**src/design/box_blur_3x3_edge_normalized_unit_defines.svh**
```systemverilog
// ----------------------------------------------------------------------------
// box blur assertion macros
// shared assertion helpers, clocked on clk_i and disabled while rst_ni is low
// ----------------------------------------------------------------------------
`ifndef BOX_BLUR_3X3_EDGE_NORMALIZED_UNIT_DEFINES_SVH
`define BOX_BLUR_3X3_EDGE_NORMALIZED_UNIT_DEFINES_SVH

`ifndef SYNTHESIS
`define BB3_ASSERT(lbl, prop, msg) \
  lbl: assert property (@(posedge clk_i) disable iff (!rst_ni) prop) else $error(msg);
`define BB3_NEVER(lbl, cond, msg) `BB3_ASSERT(lbl, !(cond), msg)
`else
`define BB3_ASSERT(lbl, prop, msg)
`define BB3_NEVER(lbl, cond, msg)
`endif

`endif

```
**src/design/bb3_fifo.sv**
```systemverilog
`timescale 1ns / 1ps
// ----------------------------------------------------------------------------
// bb3_fifo
// short job queue between the front and the back
// ----------------------------------------------------------------------------
`include "box_blur_3x3_edge_normalized_unit_defines.svh"

module bb3_fifo #(
  parameter int unsigned WIDTH = 32,
  parameter int unsigned DEPTH = 2
) (
  input  logic             clk_i,
  input  logic             rst_ni,
  input  logic             push_i,
  input  logic [WIDTH-1:0] data_i,
  output logic             full_o,
  input  logic             pop_i,
  output logic [WIDTH-1:0] data_o,
  output logic             empty_o
);

  localparam int unsigned AW   = (DEPTH > 1) ? $clog2(DEPTH) : 1;
  localparam int unsigned CNTW = $clog2(DEPTH + 1);

  logic [WIDTH-1:0] mem_q [DEPTH];
  logic [AW-1:0]    wr_ptr_q, wr_ptr_d, rd_ptr_q, rd_ptr_d;
  logic [CNTW-1:0]  cnt_q, cnt_d;

  assign full_o  = (cnt_q == CNTW'(DEPTH));
  assign empty_o = (cnt_q == '0);
  assign data_o  = mem_q[rd_ptr_q];

  always_comb begin
    wr_ptr_d = wr_ptr_q;
    rd_ptr_d = rd_ptr_q;
    cnt_d    = cnt_q;
    if (push_i) begin
      wr_ptr_d = (wr_ptr_q == AW'(DEPTH - 1)) ? '0 : wr_ptr_q + AW'(1);
    end
    if (pop_i) begin
      rd_ptr_d = (rd_ptr_q == AW'(DEPTH - 1)) ? '0 : rd_ptr_q + AW'(1);
    end
    if (push_i && !pop_i) begin
      cnt_d = cnt_q + CNTW'(1);
    end else if (pop_i && !push_i) begin
      cnt_d = cnt_q - CNTW'(1);
    end
  end

  always_ff @(posedge clk_i or negedge rst_ni) begin
    if (!rst_ni) begin
      wr_ptr_q <= '0;
      rd_ptr_q <= '0;
      cnt_q    <= '0;
    end else begin
      wr_ptr_q <= wr_ptr_d;
      rd_ptr_q <= rd_ptr_d;
      cnt_q    <= cnt_d;
    end
  end

  always_ff @(posedge clk_i) begin
    if (push_i) begin
      mem_q[wr_ptr_q] <= data_i;
    end
  end

  `BB3_NEVER(a_no_overflow, push_i && full_o, "job queue written while full")
  `BB3_NEVER(a_no_underflow, pop_i && empty_o, "job queue read while empty")

endmodule

```
**config.mk**
```make
export PLATFORM = sky130hd
export DESIGN_NAME = bb3_fifo
export DESIGN_NICKNAME = d
export VERILOG_FILES = /design/src/design/bb3_fifo.sv
export VERILOG_INCLUDE_DIRS = /design/src /design/src/design
export SDC_FILE = /design/constraint.sdc
export NUM_CORES = 1
export LEC_CHECK = 0
export ABC_AREA = 1
export BUFFER_PORTS_ARGS = -buffer_cell sky130_fd_sc_hd__buf_2
export CORE_ASPECT_RATIO = 1.75
export CORE_MARGIN = 2
export CORE_UTILIZATION = 45
export DETAILED_ROUTE_END_ITERATION = 16
export PLACE_DENSITY = 0.7
export RECOVER_POWER = 50
export SYNTH_ARGS = -nofsm -noshare
export SYNTH_HDL_FRONTEND = slang
export SYNTH_SLANG_ARGS = --single-unit
```
**constraint.sdc**
```tcl
create_clock -name clk_i -period 3.6 [get_ports clk_i]
set_input_delay 0.36 -clock clk_i [delete_from_list [all_inputs] [get_ports clk_i]]
set_output_delay 0.36 -clock clk_i [all_outputs]
set_load 0.03 [all_outputs]
```
After elaboration in Yosys (flattened, before gate mapping). Memories as Yosys holds them, arrays and structs flattened. Index checks and enable logic that the tools add are counted.

Bits in registers: 4. RAM bits: 64. Bits of input ports: 36. Output and inout port bits: 34. Word-level logic and storage cells: 21. Memories kept: 1.

Memories: mem_q (depth 2, width 32, read ports 1, clocked after memory_dff 0, wr ports 1, line bb3_fifo.sv:25) `logic [WIDTH-1:0] mem_q [DEPTH];`.

$add $sub $neg: 4. Equality and inequality tests: 1. Multiplexer cells: 6. Reductions and logical operators: 6.

Operators by type and width (count): 2-to-1 mux 1 bit (4); 2-to-1 mux 2 bit (2); adder 1 bit (second input constant) (2); adder 2 x 1 -> 2 bit (second input constant) (1); equality test 2 bit (second input constant) (1); logical AND 1 bit (2); logical NOT 1 bit (2); logical NOT 2 bit (1); nonzero test 2 bit (1); subtractor 2 x 1 -> 2 bit (second input constant) (1).

Logic depth before layout (Yosys ltp). Gate-level depths: netlist of the first run.

Depth after elaboration: 4. Gate-level depth with buffers: 7.

Least setup slack after synthesis of the first run. OpenSTA, ideal clock, no wires.

Kind: register -> register. From: reg wr_ptr_q. To: mem mem_q[0][0] (enable). Library setup time: 422 ps. Arrival time: 1765 ps. Data required time: 3178 ps. Slack: 1413 ps. Cell stages (with the launch flop): 2. Path buffers: 0. Cell sequence: dfrtp_1 > nor2_1.

RTL lines: start, declared (line bb3_fifo.sv:26) `logic [AW-1:0] wr_ptr_q, wr_ptr_d, rd_ptr_q, rd_ptr_d;`; start signal, assigned (line bb3_fifo.sv:56) `wr_ptr_q <= wr_ptr_d;`; end, declared (line bb3_fifo.sv:25).

Straight into the memory's write port.

Final worst setup path of the first run.
From: reg rd_ptr_q. To: out data_o[11].

Cells in the longest elaborated chain, start to end: 1.

RTL lines: start, declared (line bb3_fifo.sv:26); start signal, assigned (line bb3_fifo.sv:57) `rd_ptr_q <= rd_ptr_d;`; memory (2 x 32 bit); end, declared (line bb3_fifo.sv:18) `output logic [WIDTH-1:0] data_o,`.

Every way passes these cells.

==> results of run 1 <==
-- worst paths after layout --
kind | start | end | slack [ps]
max in group asynchronous | rst_ni | rd_ptr_q$_DFFE_PN0P_ | 3000
hold / removal | data_i[29] | mem_q[1][29]$_DFFE_PP_ | 210
setup reg to reg | wr_ptr_q$_DFFE_PN0P_ | mem_q[1][11]$_DFFE_PP_ | 1960
min in group asynchronous | rst_ni | wr_ptr_q$_DFFE_PN0P_ | 390
hold reg to reg | cnt_q[1]$_DFFE_PN0P_ | cnt_q[1]$_DFFE_PN0P_ | 520
setup / recovery | rd_ptr_q$_DFFE_PN0P_ | data_o[11] | 1280
-- area by class of cell --
type | count | area share [%]
Sequential cell | 68 | 63.2
Clock buffer | 16 | 4.69
Tap cell | 78 | 3.05
Multi-Input combinational cell | 46 | 17.4
Inverter | 7 | 0.821
Timing Repair Buffer | 71 | 10.8
-- metrics by stage --
stage / setup WS, ps / std cells / hold WS [ps] / area, um^2
after global placement: 1610 / 269 / 173 / 3060
after detailed placement: 1590 / 269 / 174 / 3060
final: 1280 / 286 / 210 / 3200
after floorplan: 1410 / 125 / 64.4 / 2670
after global routing: 1160 / 286 / 185 / 3200
after CTS: 1210 / 286 / 185 / 3220
-- registers in the layout, indices dropped and copies added, names as in the netlist --
signal,flops
mem_q,64
cnt_q,2
rd_ptr_q,1
wr_ptr_q,1
-- worst max-delay path: cells and delay by family, from the launching register on --
family | cells | cell delay (ps)
buffers and inverters | 1 | 180
DFF | 1 | 1030
muxes | 1 | 420
-- power groups by stage --
stage	logic [W]	registers [W]	clock network, W
final	0.000936	0.00120	0.000491
after global routing	0.000988	0.00123	0.000553
after CTS	0.000953	0.00121	0.000514
after detailed placement	0.000951	0.00122	0
after global placement	0.000946	0.00121	0
after floorplan	0.000890	0.00111	0
-- per-layer routing --
metal  track usage, %  vias to the layer above  routed length, um
met3             6.08                       10                228
met4             8.10                        0                100
met5                0                        -                  0
met2             22.8                       39               2210
met1             12.9                      622               1470
li1                 -                      629                  -
-- cells in the final DEF (no fill, tap or decap) --
master / netlist / final
nand2_1: 5 / 5
nor2_4: 0 / 1
mux2_2: 3 / 3
ha_1: 1 / 1
dfrtp_1: 4 / 3
buf_4: 0 / 1
nand4_1: 1 / 1
buf_2: 0 / 55
dfrtp_2: 0 / 1
mux2_4: 29 / 29
nor2_1: 3 / 2
xnor2_1: 1 / 1
xor2_1: 2 / 2
inv_1: 7 / 7
edfxtp_1: 64 / 64
nand3_1: 1 / 1
clkbuf_1: 0 / 21
dlygate4sd3_1: 0 / 1
clkbuf_8: 0 / 9
-- cells in the mapped netlist (all sizes together) --
cell type,n
nand4,1
xnor2,1
nand2,5
mux2,32
ha,1
edfxtp,64
buf,4
xor2,2
inv,7
dfrtp,4
nand3,1
nor2,3
-- cell families (layout without fill, tap and decap cells) --
logic type               after synthesis  in the layout
adder cells (fa/ha/maj)                1              1
buffers and inverters                 11             94
multiplexers                          32             32
AND/OR/NAND/NOR                       10             10
XOR/XNOR                               3              3
flip-flops                            68             68
-- timing repair --
| item | in CTS | in global routing |
|---|---|---|
| hold buffers | 1 | 0 |
| hold endpoints to repair | 4 | 0 |
| endpoints found under the setup margin | 0 | 0 |
==> flow_metrics.py, run 1 <==
metrics = {
    "yosys": {
        "synth_top_area_share_pct": 72.0,
        "synth_compound_area_share_pct": 0,
        "synth_mux_area_share_pct": 17.6,
        "synth_area_um2": 2670,
        "synth-seq-area-share_pct": 75.8,
        "ys_warn_count": 0,
        "synth.avg_cell_area_um2": 21.4,
        "synthXorXnorAreaFrac_pct": 0.985,
        "synthCells": 125,
        "synth.area.top_cells": "edfxtp_1 (72%), mux2_4 (16%), dfrtp_1 (3.8%)",
        "synth_seq_cells": 68,
        "synth_nets": 162,
        "synth_adder_area_share_pct": 0.469,
        "synth_top_family_by_area": "multiplexers",
        "synth_simple_gate_area_share_pct": 1.55,
        "ys_types": 14,
        "yosysTopAreaCell": "edfxtp_1",
    },
    "layout": {
        "multiInputGateArea_um2": 557,
        "seq_area_um2": 2020,
        "fin_nets": 240,
        "fin_util_pct": 55.3,
        "syn_to_final_growth_pct": 19.9,
        "diodes": 0,
        "drive_gt1_share_pct": 47.6,
        "fillCellCount": 494,
    },
    "global_routing": {
        "globalRouteOverflowTotal": 0,
        "grt_pass1_wl_um": 6190,
        "antenna_found_initial": 0,
        "grt_max_degree": 34,
        "track_usage_pct": 13.3,
        "first_global_vias": 1303,
    },
    "critical_path": {
        "slowest_stage": "dfrtp_2",
        "r2r_cells": 3,
        "path_max_fanout": 33,
        "path_class": "register to output pin",
        "crit_path_start_kind": "register",
        "end_kind": "output pin",
        "worstPathArrival_ps": 1960,
        "crit_required_ps": 3240,
        "max_stage_delay_ps": 1030,
        "cp_cell_sequence": "mux2_2, buf_2",
    },
    "power_and_ir_drop": {
        "vdd_drop_max_v": 0.000486,
        "p_leak_nw": 1.29,
        "switching_power_w": 0.000918,
        "pwr-share-seq_pct": 45.8,
        "power_frac_comb_pct": 35.6,
        "p_per_area_nw_per_um2": 822,
        "switching_share_pct": 34.9,
        "finalPower_w": 0.00263,
        "clkPwrFrac_pct": 18.7,
        "p_int_w": 0.00171,
    },
    "die": {
        "dieHeight_um": 106,
        "start_util_pct": 46.1,
        "placementRows": 37,
        "coreArea_um2": 5790,
        "die-area_um2": 6590,
        "boundaryPins": 70,
        "die_x_um": 62.2,
    },
    "placed_design": {
        "dp_hpwl_um": 2660,
        "gp_congestion": 0.685,
        "portBuffers": 69,
    },
    "timing": {
        "relSlewSlack_pct": 32.8,
        "finClkSkew_ps": 4.45,
        "finalHoldViolations": 0,
        "fmax_ghz": 0.430,
        "setup_tns_ps": 0,
        "tightest_slew_ps": 1010,
        "slew_violations": 0,
        "finalCritPeriodShare_pct": 64.6,
        "finalSetupViolCount": 0,
        "rsz0062_at_grt": "false",
        "fin_crit_ps": 2320,
    },
    "routing": {
        "num_vias": 1300,
        "routed_wl_um": 4010,
        "drtIter0Drc": 38,
        "drc": 0,
        "wl_per_cell_um": 14.0,
        "via_per_inst": 4.55,
        "ant_nets": 0,
        "drtPass1Iterations": 4,
    },
    "clock_tree": {
        "cts_setup_buffers": 0,
        "cts-htree-levels": 3,
        "numCtsBuffers": 9,
        "cts_tree": "done",
        "cts_resized": 0,
        "cts_max_path_buffers": 2,
        "clk_latency_ps": 330,
        "cts_root_buf": "clkbuf_8",
        "cts.clk_slew.worst_paths_ps": 60,
        "cts_sinks": 68,
    },
    "worst_hold_path": {
        "hold_depth": 1,
        "hp-class": "primary input to register",
    },
    "outcome": {
        "outcome": "finished, final reports clean",
    },
    "run": {
        "cap_violations": 0,
    },
}
(Power assumes the default switching activity.)
==> inputs of run 2 (changes only) <==
clock period = 2.4 ns   (was 3.6 ns; I/O delays follow)
==> flow_metrics.py, run 2 (synthesis gave the netlist of run 1 again) <==
metrics = {
    "layout": {
        "diodes": 0,
        "syn_to_final_growth_pct": 21.1,
        "fin_nets": 243,
        "final_cell_mix": "edfxtp_1 (64), buf_2 (57), mux2_4 (29)",
        "final_common_cell": "edfxtp_1",
        "largest_reg_flops": 64,
        "top_regs": "mem_q (64), cnt_q (2)",
        "top_register": "mem_q",
        "drive_gt1_share_pct": 49.3,
        "final_cell_area_um2": 3230,
        "fin_util_pct": 55.8,
    },
    "global_routing": {
        "globalRouteOverflowTotal": 0,
        "first_global_vias": 1300,
        "grt_max_degree": 25,
        "track_usage_pct": 12.9,
        "grt_pass1_wl_um": 6110,
        "antenna_found_initial": 0,
    },
    "routing": {
        "num_vias": 1304,
        "drc": 0,
        "via_per_inst": 4.51,
        "drtIter0Drc": 28,
        "ant_nets": 0,
        "wl_per_cell_um": 14.5,
        "routed_wl_um": 4180,
        "drtPass1Iterations": 4,
    },
    "placed_design": {
        "portBuffers": 69,
        "gp_congestion": 0.661,
        "post-place-ws_ps": 914,
        "dp_hpwl_um": 2880,
        "placed_area_um2": 3090,
    },
    "timing": {
        "relSlewSlack_pct": 48.6,
        "setup_ws_ps": 593,
        "tightest_slew_ps": 768,
        "slew_violations": 0,
        "fmax_ghz": 0.553,
        "finClkSkew_ps": 3.65,
        "setup_tns_ps": 0,
        "rsz0062_at_grt": "false",
        "fin_crit_ps": 1810,
        "finalCritPeriodShare_pct": 75.3,
        "finalHoldViolations": 0,
        "finalSetupViolCount": 0,
    },
    "die": {
        "dieHeight_um": 106,
        "die_x_um": 62.2,
        "boundaryPins": 70,
        "start_util_pct": 46.1,
        "coreArea_um2": 5790,
        "die-area_um2": 6590,
        "placementRows": 37,
    },
    "clock_tree": {
        "cts_max_path_buffers": 2,
        "cts_setup_buffers": 0,
        "cts-htree-levels": 3,
        "numCtsBuffers": 9,
        "cts.clk_slew.worst_paths_ps": 60,
        "cts_sinks": 68,
        "cts_resized": 0,
        "cts_tree": "done",
        "cts_hold_buf": 1,
        "cts_root_buf": "clkbuf_8",
        "clk_latency_ps": 320,
    },
    "worst_hold_path": {
        "hp-class": "primary input to register",
        "hp-start": "pop_i",
        "min_to": "rd_ptr_q$_DFFE_PN0P_",
        "hold_depth": 2,
    },
    "critical_path": {
        "r2r_setup_slack_ps": 590,
        "crit_path_start_kind": "register",
        "rr_startpoint": "wr_ptr_q$_DFFE_PN0P_",
        "crit_start": "wr_ptr_q$_DFFE_PN0P_",
        "path_max_fanout": 24,
        "r2r-end": "mem_q[0][27]$_DFFE_PP_",
        "worstPathArrival_ps": 1800,
        "crit_required_ps": 2390,
        "path_class": "register to register",
        "end_kind": "register",
        "r2r_cells": 2,
    },
    "power_and_ir_drop": {
        "finalPower_w": 0.00398,
        "vdd_drop_max_v": 0.000678,
        "p_per_area_nw_per_um2": 1230,
        "p_leak_nw": 1.32,
    },
    "run": {
        "cap_violations": 0,
    },
    "outcome": {
        "outcome": "finished, final reports clean",
    },
}
## run 2: cell type report
type / count / area, um^2
inverters: 7 / 26.3
well taps: 78 / 97.6
repair buffers: 74 / 383
fillers: 488 / 2560
flip-flops and latches: 68 / 2020
clock buffers: 12 / 135
clock inverters: 4 / 16.3
multi-input cells: 46 / 549
## run 2: report_power, final
part / internal (W) / switching [W] / total (W)
logic: 0.000625 / 0.000955 / 0.00158
registers: 0.00158 / 0.0000747 / 0.00166
clock network: 0.000364 / 0.000375 / 0.000738
total: 0.00257 / 0.00140 / 0.00398
## run 2: worst max-delay path, cell delays in order, from the launching register on
cell and delay, ps:
dfrtp_1 400, nor2_1 610, buf_4 460
## run 2: worst max path at each step
stage / slack, ps / endpoint
floorplan: 210 / mem_q[0][0]$_DFFE_PP_
global placement: 940 / data_o[11]
detailed placement: 910 / data_o[16]
CTS: 550 / data_o[16]
global route: 450 / mem_q[0][0]$_DFFE_PP_
finish: 590 / mem_q[0][27]$_DFFE_PP_
## run 2: stage by stage
| stage | hold WS (ps) | instances |
|---|---|---|
| detailed placement | 56.9 | 272 |
| finish | 95.6 | 289 |
| CTS | 79.3 | 289 |
| global route | 83.4 | 289 |
| global placement | 52.1 | 272 |
| floorplan | -55.6 | 125 |
## run 2: routing by layer
metal  track usage (%)  vias to the layer above  wire [um]
met1              12.8                      626       1550
met2              23.1                       37       2350
met5                 0                        -          0
li1                  -                      635          -
met4              7.62                        0         85
met3              4.27                        6        193
