===== src/design/box_blur_3x3_edge_normalized_unit_defines.svh =====
// ----------------------------------------------------------------------------
// box blur assertion macros
// shared assertion helpers, clocked on clk_i and disabled while rst_ni is low
// ----------------------------------------------------------------------------
`ifndef BOX_BLUR_3X3_EDGE_NORMALIZED_UNIT_DEFINES_SVH
`define BOX_BLUR_3X3_EDGE_NORMALIZED_UNIT_DEFINES_SVH

`ifndef SYNTHESIS
`define BB3_ASSERT(lbl, prop, msg) \
  lbl: assert property (@(posedge clk_i) disable iff (!rst_ni) prop) else $error(msg);
`define BB3_NEVER(lbl, cond, msg) `BB3_ASSERT(lbl, !(cond), msg)
`else
`define BB3_ASSERT(lbl, prop, msg)
`define BB3_NEVER(lbl, cond, msg)
`endif

`endif


===== src/design/bb3_pkg.sv =====
`timescale 1ns / 1ps
// ----------------------------------------------------------------------------
// bb3_pkg
// shared types and constants of the 3x3 box blur
// ----------------------------------------------------------------------------
package bb3_pkg;

  localparam int unsigned OUT_COL_W    = 10;
  localparam int unsigned OUT_ROW_W    = 12;
  localparam int unsigned OUT_SAMPLE_W = 8;
  localparam int unsigned IN_SAMPLE_W  = 8;
  localparam int unsigned CFG_WIDTH_W  = 11;
  localparam int unsigned CFG_HEIGHT_W = 13;
  localparam int unsigned CFG_DATA_W   = 13;
  localparam int unsigned CFG_INDEX_W  = 1;

  localparam logic [CFG_INDEX_W-1:0] REG_IMAGE_WIDTH  = 1'd0;
  localparam logic [CFG_INDEX_W-1:0] REG_IMAGE_HEIGHT = 1'd1;

  localparam logic [CFG_WIDTH_W-1:0]  WIDTH_RESET  = 11'd1024;
  localparam logic [CFG_HEIGHT_W-1:0] HEIGHT_RESET = 13'd4096;

  // position and edge flags of one accepted pixel
  typedef struct packed {
    logic [OUT_COL_W-1:0] col;
    logic [OUT_ROW_W-1:0] row;
    logic                 c_ge1;
    logic                 c_ge2;
    logic                 r_ge1;
    logic                 r_ge2;
    logic                 last_col;
    logic                 last_row;
  } job_ctl_t;

endpackage


===== src/design/bb3_back.sv =====
`timescale 1ns / 1ps
// ----------------------------------------------------------------------------
// bb3_back
// window registers, masked sums and mean per result, output register
// ----------------------------------------------------------------------------
`include "box_blur_3x3_edge_normalized_unit_defines.svh"

module bb3_back #(
  parameter int unsigned SAMPLE_BITS = 8
) (
  input  logic                               clk_i,
  input  logic                               rst_ni,
  input  logic                               empty_i,
  output logic                               pop_o,
  input  bb3_pkg::job_ctl_t                  job_ctl_i,
  input  logic [9*SAMPLE_BITS-1:0]           job_pix_i,
  output logic                               out_valid_o,
  input  logic                               out_stall_i,
  output logic [bb3_pkg::OUT_SAMPLE_W-1:0]   out_red_o,
  output logic [bb3_pkg::OUT_SAMPLE_W-1:0]   out_green_o,
  output logic [bb3_pkg::OUT_SAMPLE_W-1:0]   out_blue_o,
  output logic [bb3_pkg::OUT_COL_W-1:0]      out_column_o,
  output logic [bb3_pkg::OUT_ROW_W-1:0]      out_row_o,
  output logic                               last_of_run_o,
  output logic                               end_of_frame_o
);

  localparam int unsigned PIX_W = 3 * SAMPLE_BITS;
  localparam int unsigned COL_W = 3 * PIX_W;
  localparam int unsigned SUM_W = SAMPLE_BITS + 4;
  localparam int unsigned K     = SUM_W + 4;
  localparam int unsigned RCP_W = K + 1;
  localparam int unsigned QW    = (SUM_W > bb3_pkg::OUT_SAMPLE_W) ? SUM_W
                                                                  : bb3_pkg::OUT_SAMPLE_W;

  // rounded-up reciprocals, exact truncating divide for sums below 2**SUM_W
  localparam logic [RCP_W-1:0] RCP1 = RCP_W'((64'd1 << K));
  localparam logic [RCP_W-1:0] RCP2 = RCP_W'(((64'd1 << K) + 64'd1) / 64'd2);
  localparam logic [RCP_W-1:0] RCP3 = RCP_W'(((64'd1 << K) + 64'd2) / 64'd3);
  localparam logic [RCP_W-1:0] RCP4 = RCP_W'(((64'd1 << K) + 64'd3) / 64'd4);
  localparam logic [RCP_W-1:0] RCP6 = RCP_W'(((64'd1 << K) + 64'd5) / 64'd6);
  localparam logic [RCP_W-1:0] RCP9 = RCP_W'(((64'd1 << K) + 64'd8) / 64'd9);

  localparam logic [3:0] CNT1 = 4'd1;
  localparam logic [3:0] CNT2 = 4'd2;
  localparam logic [3:0] CNT3 = 4'd3;
  localparam logic [3:0] CNT4 = 4'd4;
  localparam logic [3:0] CNT6 = 4'd6;
  localparam logic [3:0] CNT9 = 4'd9;

  localparam logic [1:0] B_IDLE = 2'd0;
  localparam logic [1:0] B_SUM  = 2'd1;
  localparam logic [1:0] B_MUL  = 2'd2;

  // result slots: bit 0 picks the right-edge form, bit 1 the bottom-row form
  localparam logic [1:0] RES_EOF = 2'd3;

  logic [1:0]             st_q, st_d;
  bb3_pkg::job_ctl_t      ctl_q;
  logic [COL_W-1:0]       cur_q, w0_q, w1_q;
  logic [3:0]             en_q, en_new, rest;
  logic [1:0]             idx_q, first_new, nxt;
  logic                   has_next, out_free, load_out;

  logic [COL_W-1:0]       col_a, col_b;
  logic                   m_a, m_c, m_r0, m_r1;
  logic [2:0]             rmask;
  logic [1:0]             ncol, nrow;
  logic [SUM_W-1:0]       sum_d [3];
  logic [SUM_W-1:0]       sum_q [3];
  logic [3:0]             cnt_q;
  logic [bb3_pkg::OUT_COL_W-1:0] res_col_q;
  logic [bb3_pkg::OUT_ROW_W-1:0] res_row_q;
  logic                   res_eof_q, res_last_q;
  logic [RCP_W-1:0]       rcp;
  logic [QW-1:0]          mean [3];

  logic                   out_valid_q;
  logic [bb3_pkg::OUT_SAMPLE_W-1:0] red_q, green_q, blue_q;
  logic [bb3_pkg::OUT_COL_W-1:0]    column_q;
  logic [bb3_pkg::OUT_ROW_W-1:0]    row_q;
  logic                             last_of_run_q, end_of_frame_q;

  // results that a job causes
  assign en_new = {job_ctl_i.last_row & job_ctl_i.last_col,
                   job_ctl_i.last_row & job_ctl_i.c_ge1,
                   job_ctl_i.r_ge1 & job_ctl_i.last_col,
                   job_ctl_i.r_ge1 & job_ctl_i.c_ge1};

  always_comb begin
    first_new = 2'd0;
    for (int i = 3; i >= 0; i--) begin
      if (en_new[i]) begin
        first_new = 2'(i);
      end
    end
    nxt = 2'd0;
    for (int i = 0; i < 4; i++) begin
      rest[i] = en_q[i] && (2'(i) > idx_q);
    end
    for (int i = 3; i >= 0; i--) begin
      if (rest[i]) begin
        nxt = 2'(i);
      end
    end
  end

  assign has_next = |rest;

  // masks of the current result slot
  always_comb begin
    col_a = idx_q[0] ? w0_q : w1_q;
    col_b = idx_q[0] ? cur_q : w0_q;
    m_a   = idx_q[0] ? ctl_q.c_ge1 : ctl_q.c_ge2;
    m_c   = !idx_q[0];
    m_r0  = idx_q[1] ? 1'b0 : ctl_q.r_ge2;
    m_r1  = idx_q[1] ? ctl_q.r_ge1 : 1'b1;
    rmask = {1'b1, m_r1, m_r0};
    ncol  = 2'(m_a) + 2'd1 + 2'(m_c);
    nrow  = 2'(m_r0) + 2'(m_r1) + 2'd1;
    for (int ch = 0; ch < 3; ch++) begin
      sum_d[ch] = '0;
      for (int j = 0; j < 3; j++) begin
        if (rmask[j]) begin
          if (m_a) begin
            sum_d[ch] = sum_d[ch] + SUM_W'(col_a[j*PIX_W + ch*SAMPLE_BITS +: SAMPLE_BITS]);
          end
          sum_d[ch] = sum_d[ch] + SUM_W'(col_b[j*PIX_W + ch*SAMPLE_BITS +: SAMPLE_BITS]);
          if (m_c) begin
            sum_d[ch] = sum_d[ch] + SUM_W'(cur_q[j*PIX_W + ch*SAMPLE_BITS +: SAMPLE_BITS]);
          end
        end
      end
    end
  end

  always_comb begin
    unique case (cnt_q)
      CNT1:    rcp = RCP1;
      CNT2:    rcp = RCP2;
      CNT3:    rcp = RCP3;
      CNT4:    rcp = RCP4;
      CNT6:    rcp = RCP6;
      CNT9:    rcp = RCP9;
      default: rcp = RCP1;
    endcase
    for (int ch = 0; ch < 3; ch++) begin
      mean[ch] = QW'(({{RCP_W{1'b0}}, sum_q[ch]} * {{SUM_W{1'b0}}, rcp}) >> K);
    end
  end

  assign out_free = !out_valid_q || !out_stall_i;
  assign pop_o    = (st_q == B_IDLE) && !empty_i;
  assign load_out = (st_q == B_MUL) && out_free;

  always_comb begin
    st_d = st_q;
    unique case (st_q)
      B_IDLE: begin
        if (pop_o && (en_new != '0)) begin
          st_d = B_SUM;
        end
      end
      B_SUM: begin
        st_d = B_MUL;
      end
      B_MUL: begin
        if (out_free) begin
          st_d = has_next ? B_SUM : B_IDLE;
        end
      end
      default: begin
        st_d = B_IDLE;
      end
    endcase
  end

  always_ff @(posedge clk_i or negedge rst_ni) begin
    if (!rst_ni) begin
      st_q        <= B_IDLE;
      out_valid_q <= 1'b0;
      w0_q        <= '0;
      w1_q        <= '0;
    end else begin
      st_q <= st_d;
      if (load_out) begin
        out_valid_q <= 1'b1;
      end else if (!out_stall_i) begin
        out_valid_q <= 1'b0;
      end
      // shift the window once every result of the job is out
      if (pop_o && (en_new == '0)) begin
        w1_q <= w0_q;
        w0_q <= job_pix_i;
      end else if (load_out && !has_next) begin
        w1_q <= w0_q;
        w0_q <= cur_q;
      end
    end
  end

  always_ff @(posedge clk_i) begin
    if (pop_o) begin
      ctl_q <= job_ctl_i;
      cur_q <= job_pix_i;
      en_q  <= en_new;
      idx_q <= first_new;
    end else if (load_out && has_next) begin
      idx_q <= nxt;
    end
    if (st_q == B_SUM) begin
      sum_q      <= sum_d;
      cnt_q      <= 4'(ncol) * 4'(nrow);
      res_col_q  <= idx_q[0] ? ctl_q.col : ctl_q.col - bb3_pkg::OUT_COL_W'(1);
      res_row_q  <= idx_q[1] ? ctl_q.row : ctl_q.row - bb3_pkg::OUT_ROW_W'(1);
      res_eof_q  <= (idx_q == RES_EOF);
      res_last_q <= !has_next;
    end
    if (load_out) begin
      red_q          <= mean[0][bb3_pkg::OUT_SAMPLE_W-1:0];
      green_q        <= mean[1][bb3_pkg::OUT_SAMPLE_W-1:0];
      blue_q         <= mean[2][bb3_pkg::OUT_SAMPLE_W-1:0];
      column_q       <= res_col_q;
      row_q          <= res_row_q;
      last_of_run_q  <= res_last_q;
      end_of_frame_q <= res_eof_q;
    end
  end

  assign out_valid_o    = out_valid_q;
  assign out_red_o      = red_q;
  assign out_green_o    = green_q;
  assign out_blue_o     = blue_q;
  assign out_column_o   = column_q;
  assign out_row_o      = row_q;
  assign last_of_run_o  = last_of_run_q;
  assign end_of_frame_o = end_of_frame_q;

  `BB3_ASSERT(a_slot_enabled, (st_q != B_IDLE) |-> en_q[idx_q], "working on a disabled slot")
  `BB3_ASSERT(a_eof_is_last, (out_valid_q && end_of_frame_q) |-> last_of_run_q, "eof not last")

endmodule


===== config.mk =====
export PLATFORM = sky130hd
export DESIGN_NAME = bb3_back
export DESIGN_NICKNAME = d
export VERILOG_FILES = /design/src/design/bb3_pkg.sv /design/src/design/bb3_back.sv
export VERILOG_INCLUDE_DIRS = /design/src /design/src/design
export SDC_FILE = /design/constraint.sdc
export NUM_CORES = 2
export LEC_CHECK = 0
export ABC_AREA = 1
export BUFFER_PORTS_ARGS = -buffer_cell sky130_fd_sc_hd__buf_2
export CAP_MARGIN = 20
export CORE_ASPECT_RATIO = 0.5
export CORE_MARGIN = 2
export CORE_UTILIZATION = 59
export CTS_BUF_LIST = sky130_fd_sc_hd__clkbuf_8
export CTS_CLUSTER_DIAMETER = 40
export DETAILED_ROUTE_END_ITERATION = 6
export PLACE_DENSITY = 0.8
export SLEW_MARGIN = 20
export SYNTH_ARGS = -nofsm -noshare
export SYNTH_HDL_FRONTEND = slang
export SYNTH_SLANG_ARGS = --single-unit

===== constraint.sdc =====
create_clock -name clk_i -period 8.2 [get_ports clk_i]
set_input_delay 0.41 -clock clk_i [delete_from_list [all_inputs] [get_ports clk_i]]
set_output_delay 0.41 -clock clk_i [all_outputs]
set_load 0.03 [all_outputs]

Word-level counts from Yosys, hierarchy flattened --
Cells that the tools add are included. Widths: inputs -> output; s select.
Operators by class: $add $sub $neg 30, multipliers 4, div/mod/pow operators 0, order comparisons 4, eq/ne operators 11, shift-type cells 0, muxes and demuxes 58, bitwise operators 4, reductions and logical operators 23
Operators with widths (count):
- $mux 72 | 6
- $mux 12 | 28
- $add 12x8->12 | 24
- $pmux 17 s5 | 1
- $mul 12x17->24 | 3
- $mux 2 | 12
- $mux 8 | 3
- $sub 12x1->12 const B | 1
- $logic_and 1x1->1 | 10
- $mux 10 | 1
- $sub 10x1->10 const B | 1
- $eq 4x2->1 const B | 2
- $eq 4x3->1 const B | 2
- $mux 1 | 6
- $pmux 2 s3 | 1
- $logic_not 1->1 | 5
- $and 1x1->1 | 4
- $eq 2x2->1 const B | 2
- $eq 4x4->1 const B | 1
- $gt 1x2->1 const A | 2
- $gt 2x2->1 const A | 2
- $logic_not 4->1 | 1
- $mul 2x2->4 | 1
- $ne 2x1->1 const B | 2
- 12 further kinds | 13
Word-level totals: register bits after elaboration 363, latch bits 0, RAM bits 0, memory bits (read-only) 0, bits of input ports 104, output and inout port bits 50, logic and storage cells 162, memories kept 0

Depth between registers and ports, before layout --
depth in word-level cells 19, depth in mapped cells 55, gate-level depth less buffers 53

Worst setup path before layout --
No wires, ideal clock.
path kind reg-to-reg, start register idx_q[0], end register sum_q[23] (netlist name) (data pin), library setup time 249 ps, arrival time 8587 ps, data required time 7951 ps, slack -636 ps, cell stages (with the launch flop) 43, buffers on the path 5, period minus slack after synthesis 8836 ps, path through edfxtp_1 -> buf_2 -> buf_1 -> clkbuf_1 -> clkbuf_1 -> clkbuf_1 -> nand2_1 -> nand2_1 -> ha_1 -> fa_1 -> inv_1 -> fa_1 -> o22ai_1 -> fa_1 -> nand2_1 -> nand2_1 -> fa_1 -> inv_1 -> (+7 left out) -> fa_1 -> or2_2 -> o21ai_0 -> xor2_1 -> ha_1 -> inv_1 -> o31ai_1 -> nand2_1 -> a21oi_1 -> o21ai_0 -> a21oi_1 -> inv_1 -> nor2_2 -> nand3_1 -> nor2_1 -> nand2_1 -> nand2_1 -> inv_1
RTL lines:
- from (decl) | line bb3_back.sv:62 | logic [1:0] idx_q, first_new, nxt;
- from (signal assigned) | line bb3_back.sv:207 | idx_q <= first_new;
- from (signal assigned) | line bb3_back.sv:209 | idx_q <= nxt;
- to (signal assigned) | line bb3_back.sv:212 | sum_q <= sum_d;
- to (decl) | line bb3_back.sv:70 | logic [SUM_W-1:0] sum_q [3];

==> Implementation_results.wiki <==
{| class="wikitable"
! Metric !! Value
|-
| Portion of the post-synthesis area used by sequential elements || 0.261
|-
| Number of CTS-inserted buffers || between 50 and 60
|-
| Beginning of the worst register-to-register path || idx_q[0]$_DFFE_PP_
|-
| Worst hold path stage count || 3
|-
| Predominant post-synthesis flop cell || edfxtp_1
|-
| # Max-Cap Violations || 0
|-
| Post-DR vias/cell || roughly 5.7
|-
| Utilization after layout || 0.734
|-
| Number of unique standard cell types used by synthesis || between 50 and 60
|-
| Number of DRC markers after the initial detailed-route iteration || roughly 3800
|-
| Clock H-tree levels || 2
|-
| Maximum achievable frequency || 0.116 GHz
|-
| Clk pin slew, worst setup/hold paths || approximately 0.070 ns
|-
| Post-synthesis net count || 5651
|-
| Max clock buf depth || 3
|-
| Synth Cell Area || 38900 um^2
|-
| CTS tree || yes
|-
| Final hold violations || 0
|-
| Number of instances in the placed design || approximately 6100
|-
| Final setup violation count || 11
|-
| Count of final max-slew check failures || 0
|-
| Area growth from synthesis to layout || 22.8%
|-
| Synthesis Warnings || 0
|-
| Kind of capture point of the worst setup path || flip-flop
|-
| Length in cells of the worst reg-to-reg path || 46
|-
| Required time worst endpoint || 8.70 ns
|-
| Launch instance of the worst min-delay path || job_ctl_i[1]
|-
| Critical path's most frequent cell || ha_1
|-
| Placer Congestion || between 0.9 and 1
|-
| Worst slack at placement || -0.614 ns
|-
| Hpwl dp || slightly above 80 mm
|-
| Filler instances || between 4000 and 5000
|-
| Horizontal die dimension || roughly 370 um
|-
| Largest net degree at the start of global routing || 170
|-
| Detailed-route wire length || about 120 mm
|-
| Setup Total Neg Slack || -2.98 ns
|-
| CP startpoint || idx_q[0]$_DFFE_PP_
|-
| Latest clock arrival within the worst-skew pair || ~0.73 ns
|-
| CP peak stage delay || just under 0.6 ns
|-
| Non-filler cells, final || 6384
|-
| Critical-path top delay cell || fa_2
|-
| Fraction of layout instances using a drive strength above 1 || 0.194
|-
| Total I/O pin count || approximately 150
|-
| Most common cell after layout, fill and taps aside || nand2_1
|-
| Area of the core || 65100 um^2
|-
| Critical path class || flip-flop to flip-flop
|-
| Total iterations of the first detailed-routing run || 6
|-
| Floorplan die area || a little under 70000 um^2
|-
| Unrepaired setup endpoints after global routing || yes
|-
| Crit path DAT || slightly above 9 ns
|-
| # rows || 66
|-
| Violations in the final reports || negative setup slack
|-
| Measured slew at the worst slew-check pin || approximately 1.2 ns
|-
| Sort of element at the start of the critical path || flip-flop
|-
| Number of routed nets with antenna violations || 0
|-
| Global router's overall resource usage || 0.330
|-
| Critical Path Fanout Max || 8
|-
| Highest-count cells in the layout ignoring fill and taps || nand2_1, inv_1, buf_4, nor2_1, fa_1
|-
| Post-synthesis async set-or-reset flop share || 0.406
|-
| Worst clock skew on the final layout || about 0.058 ns
|-
| Setup WS post-layout || -0.413 ns
|-
| Worst slew margin || 0.214
|-
| Via count of the first global-routing pass || between 30000 and 40000
|-
| Flop and latch count out of synthesis || around 360
|-
| Cell at the root of the clock tree || clkbuf_8
|-
| Count of port buffers added during placement || 153
|-
| Shortest clock period the worst path allows after layout || about 8.6 ns
|-
| Avg Cell Area, Syn || 8.07 um^2
|-
| Post-layout nets || ~6300
|-
| Overflow left after global routing || 0
|-
| Effective utilization at floorplan || 0.598
|-
| Global-route wire length before repair || about 180 mm
|-
| Die extent in y || around 190 um
|-
| Drc violations || 0
|-
| Worst Hold Class || input port to flip-flop
|-
| Number of flops mapped to enable cells by yosys || ~220
|-
| End point of the most critical hold path || en_q[1]$_DFFE_PP_
|-
| Register-to-register setup slack || -0.41 ns
|-
| DR vias || about 36000
|-
| Clk sinks || 362
|-
| Syn Inst Count || 4821
|-
| Outcome || finished, violations left
|-
| Worst reg2reg endpoint || sum_q[23]$_DFFE_PN_
|-
| Period Utilization, post-route || 1.05
|-
| Initial antenna violation count || 2
|-
| Wire per inst || around 19 um
|}
## final cells by class
class	instances	area [um^2]	share of cell area
multi-input combinational	3407	26600	0.556
inverter	911	3440	0.0719
clock buffer	66	908	0.0190
tap	884	1110	0.0232
timing repair buffer	711	5300	0.111
sequential	362	10100	0.212
clock inverter	41	312	0.00652
antenna	2	5.00	0.000105
## flip-flops by register name, indices dropped and copies added, names as in the netlist, 2 cells and up
register and count:
out_column_o 10, w1_q 72, out_blue_o 8, cnt_q 4
en_q 3, idx_q 2, w0_q 72, cur_q 72
ctl_q 26, sum_q 36, st_q 2, out_red_o 8
res_col_q 10, res_row_q 12, out_green_o 8, out_row_o 12
## through the flow
stage / instance area [um^2] / hold WS, ns
CTS: 46500 / 0.0354
detailed placement: 43100 / 0.405
floorplan: 39000 / 0.114
finish: 47800 / 0.124
global route: 47800 / 0.114
global placement: 43100 / 0.401
## critical path: cells and delay by family, from the launching register on
| kind | cells | cell delay [ns] |
|---|---|---|
| xor gates and xnor gates | 3 | 0.52 |
| DFF | 1 | 0.49 |
| AOI/OAI and AO/OA | 10 | 1.65 |
| buffers and inverters | 8 | 0.49 |
| adders and majority gates | 9 | 3.43 |
| and+or+nand+nor | 16 | 1.80 |
## kinds of logic after synthesis
kind of cell	share of synthesized area
simple gates	0.191
buf+inv	0.102
fa+ha+maj	0.311
compound gates	0.0993
flops	0.261
xor+xnor	0.0365
## synthesized netlist by cell type (7+ instances only)
cell	number	area share
o21ai_1	8	0.0010
dfrtp_1	147	0.095
xor2_1	107	0.024
or2_2	12	0.0019
clkbuf_1	121	0.012
edfxtp_1	215	0.17
nand3b_1	10	0.0019
o21bai_1	12	0.0023
nand2_2	26	0.0042
nand4_1	29	0.0047
a21oi_1	222	0.029
o22ai_1	17	0.0027
nand3_2	10	0.0026
o21a_1	9	0.0017
o21ai_0	283	0.036
inv_1	899	0.087
o211ai_1	10	0.0019
a31oi_1	84	0.014
and2_1	7	0.0011
inv_2	11	0.0011
nor3_1	15	0.0019
nor2_1	402	0.039
buf_1	12	0.0012
a21o_1	8	0.0015
o31ai_1	17	0.0033
ha_1	327	0.11
fa_1	399	0.21
xnor2_1	55	0.012
buf_2	8	0.0010
nand2_1	1103	0.11
nand3_1	191	0.025
## worst max path at each step
stage / slack, ns / end
after CTS: -0.01 / sum_q[35]$_DFFE_PN_
after global routing: -0.72 / sum_q[23]$_DFFE_PN_
after floorplan: -0.01 / sum_q[23]$_DFFE_PN_
final: -0.41 / sum_q[23]$_DFFE_PN_
after global placement: -0.36 / sum_q[11]$_DFFE_PN_
after detailed placement: -0.61 / sum_q[23]$_DFFE_PN_
## repair_timing
item,in CTS,in global routing
hold endpoints to repair,247,0
buffers inserted,68,36
hold buffers,100,0
gates resized for setup,175,217
setup endpoints to repair,18,21
pin swaps,148,138
## metal layers
metal	GRT usage	routed length (um)
met4	0.114	5540
met2	0.572	56800
met1	0.431	46400
met5	0	0
met3	0.0442	9910
Power is not shown: default switching activity piles up to over one toggle a cycle in this logic, so the estimate is an artifact.
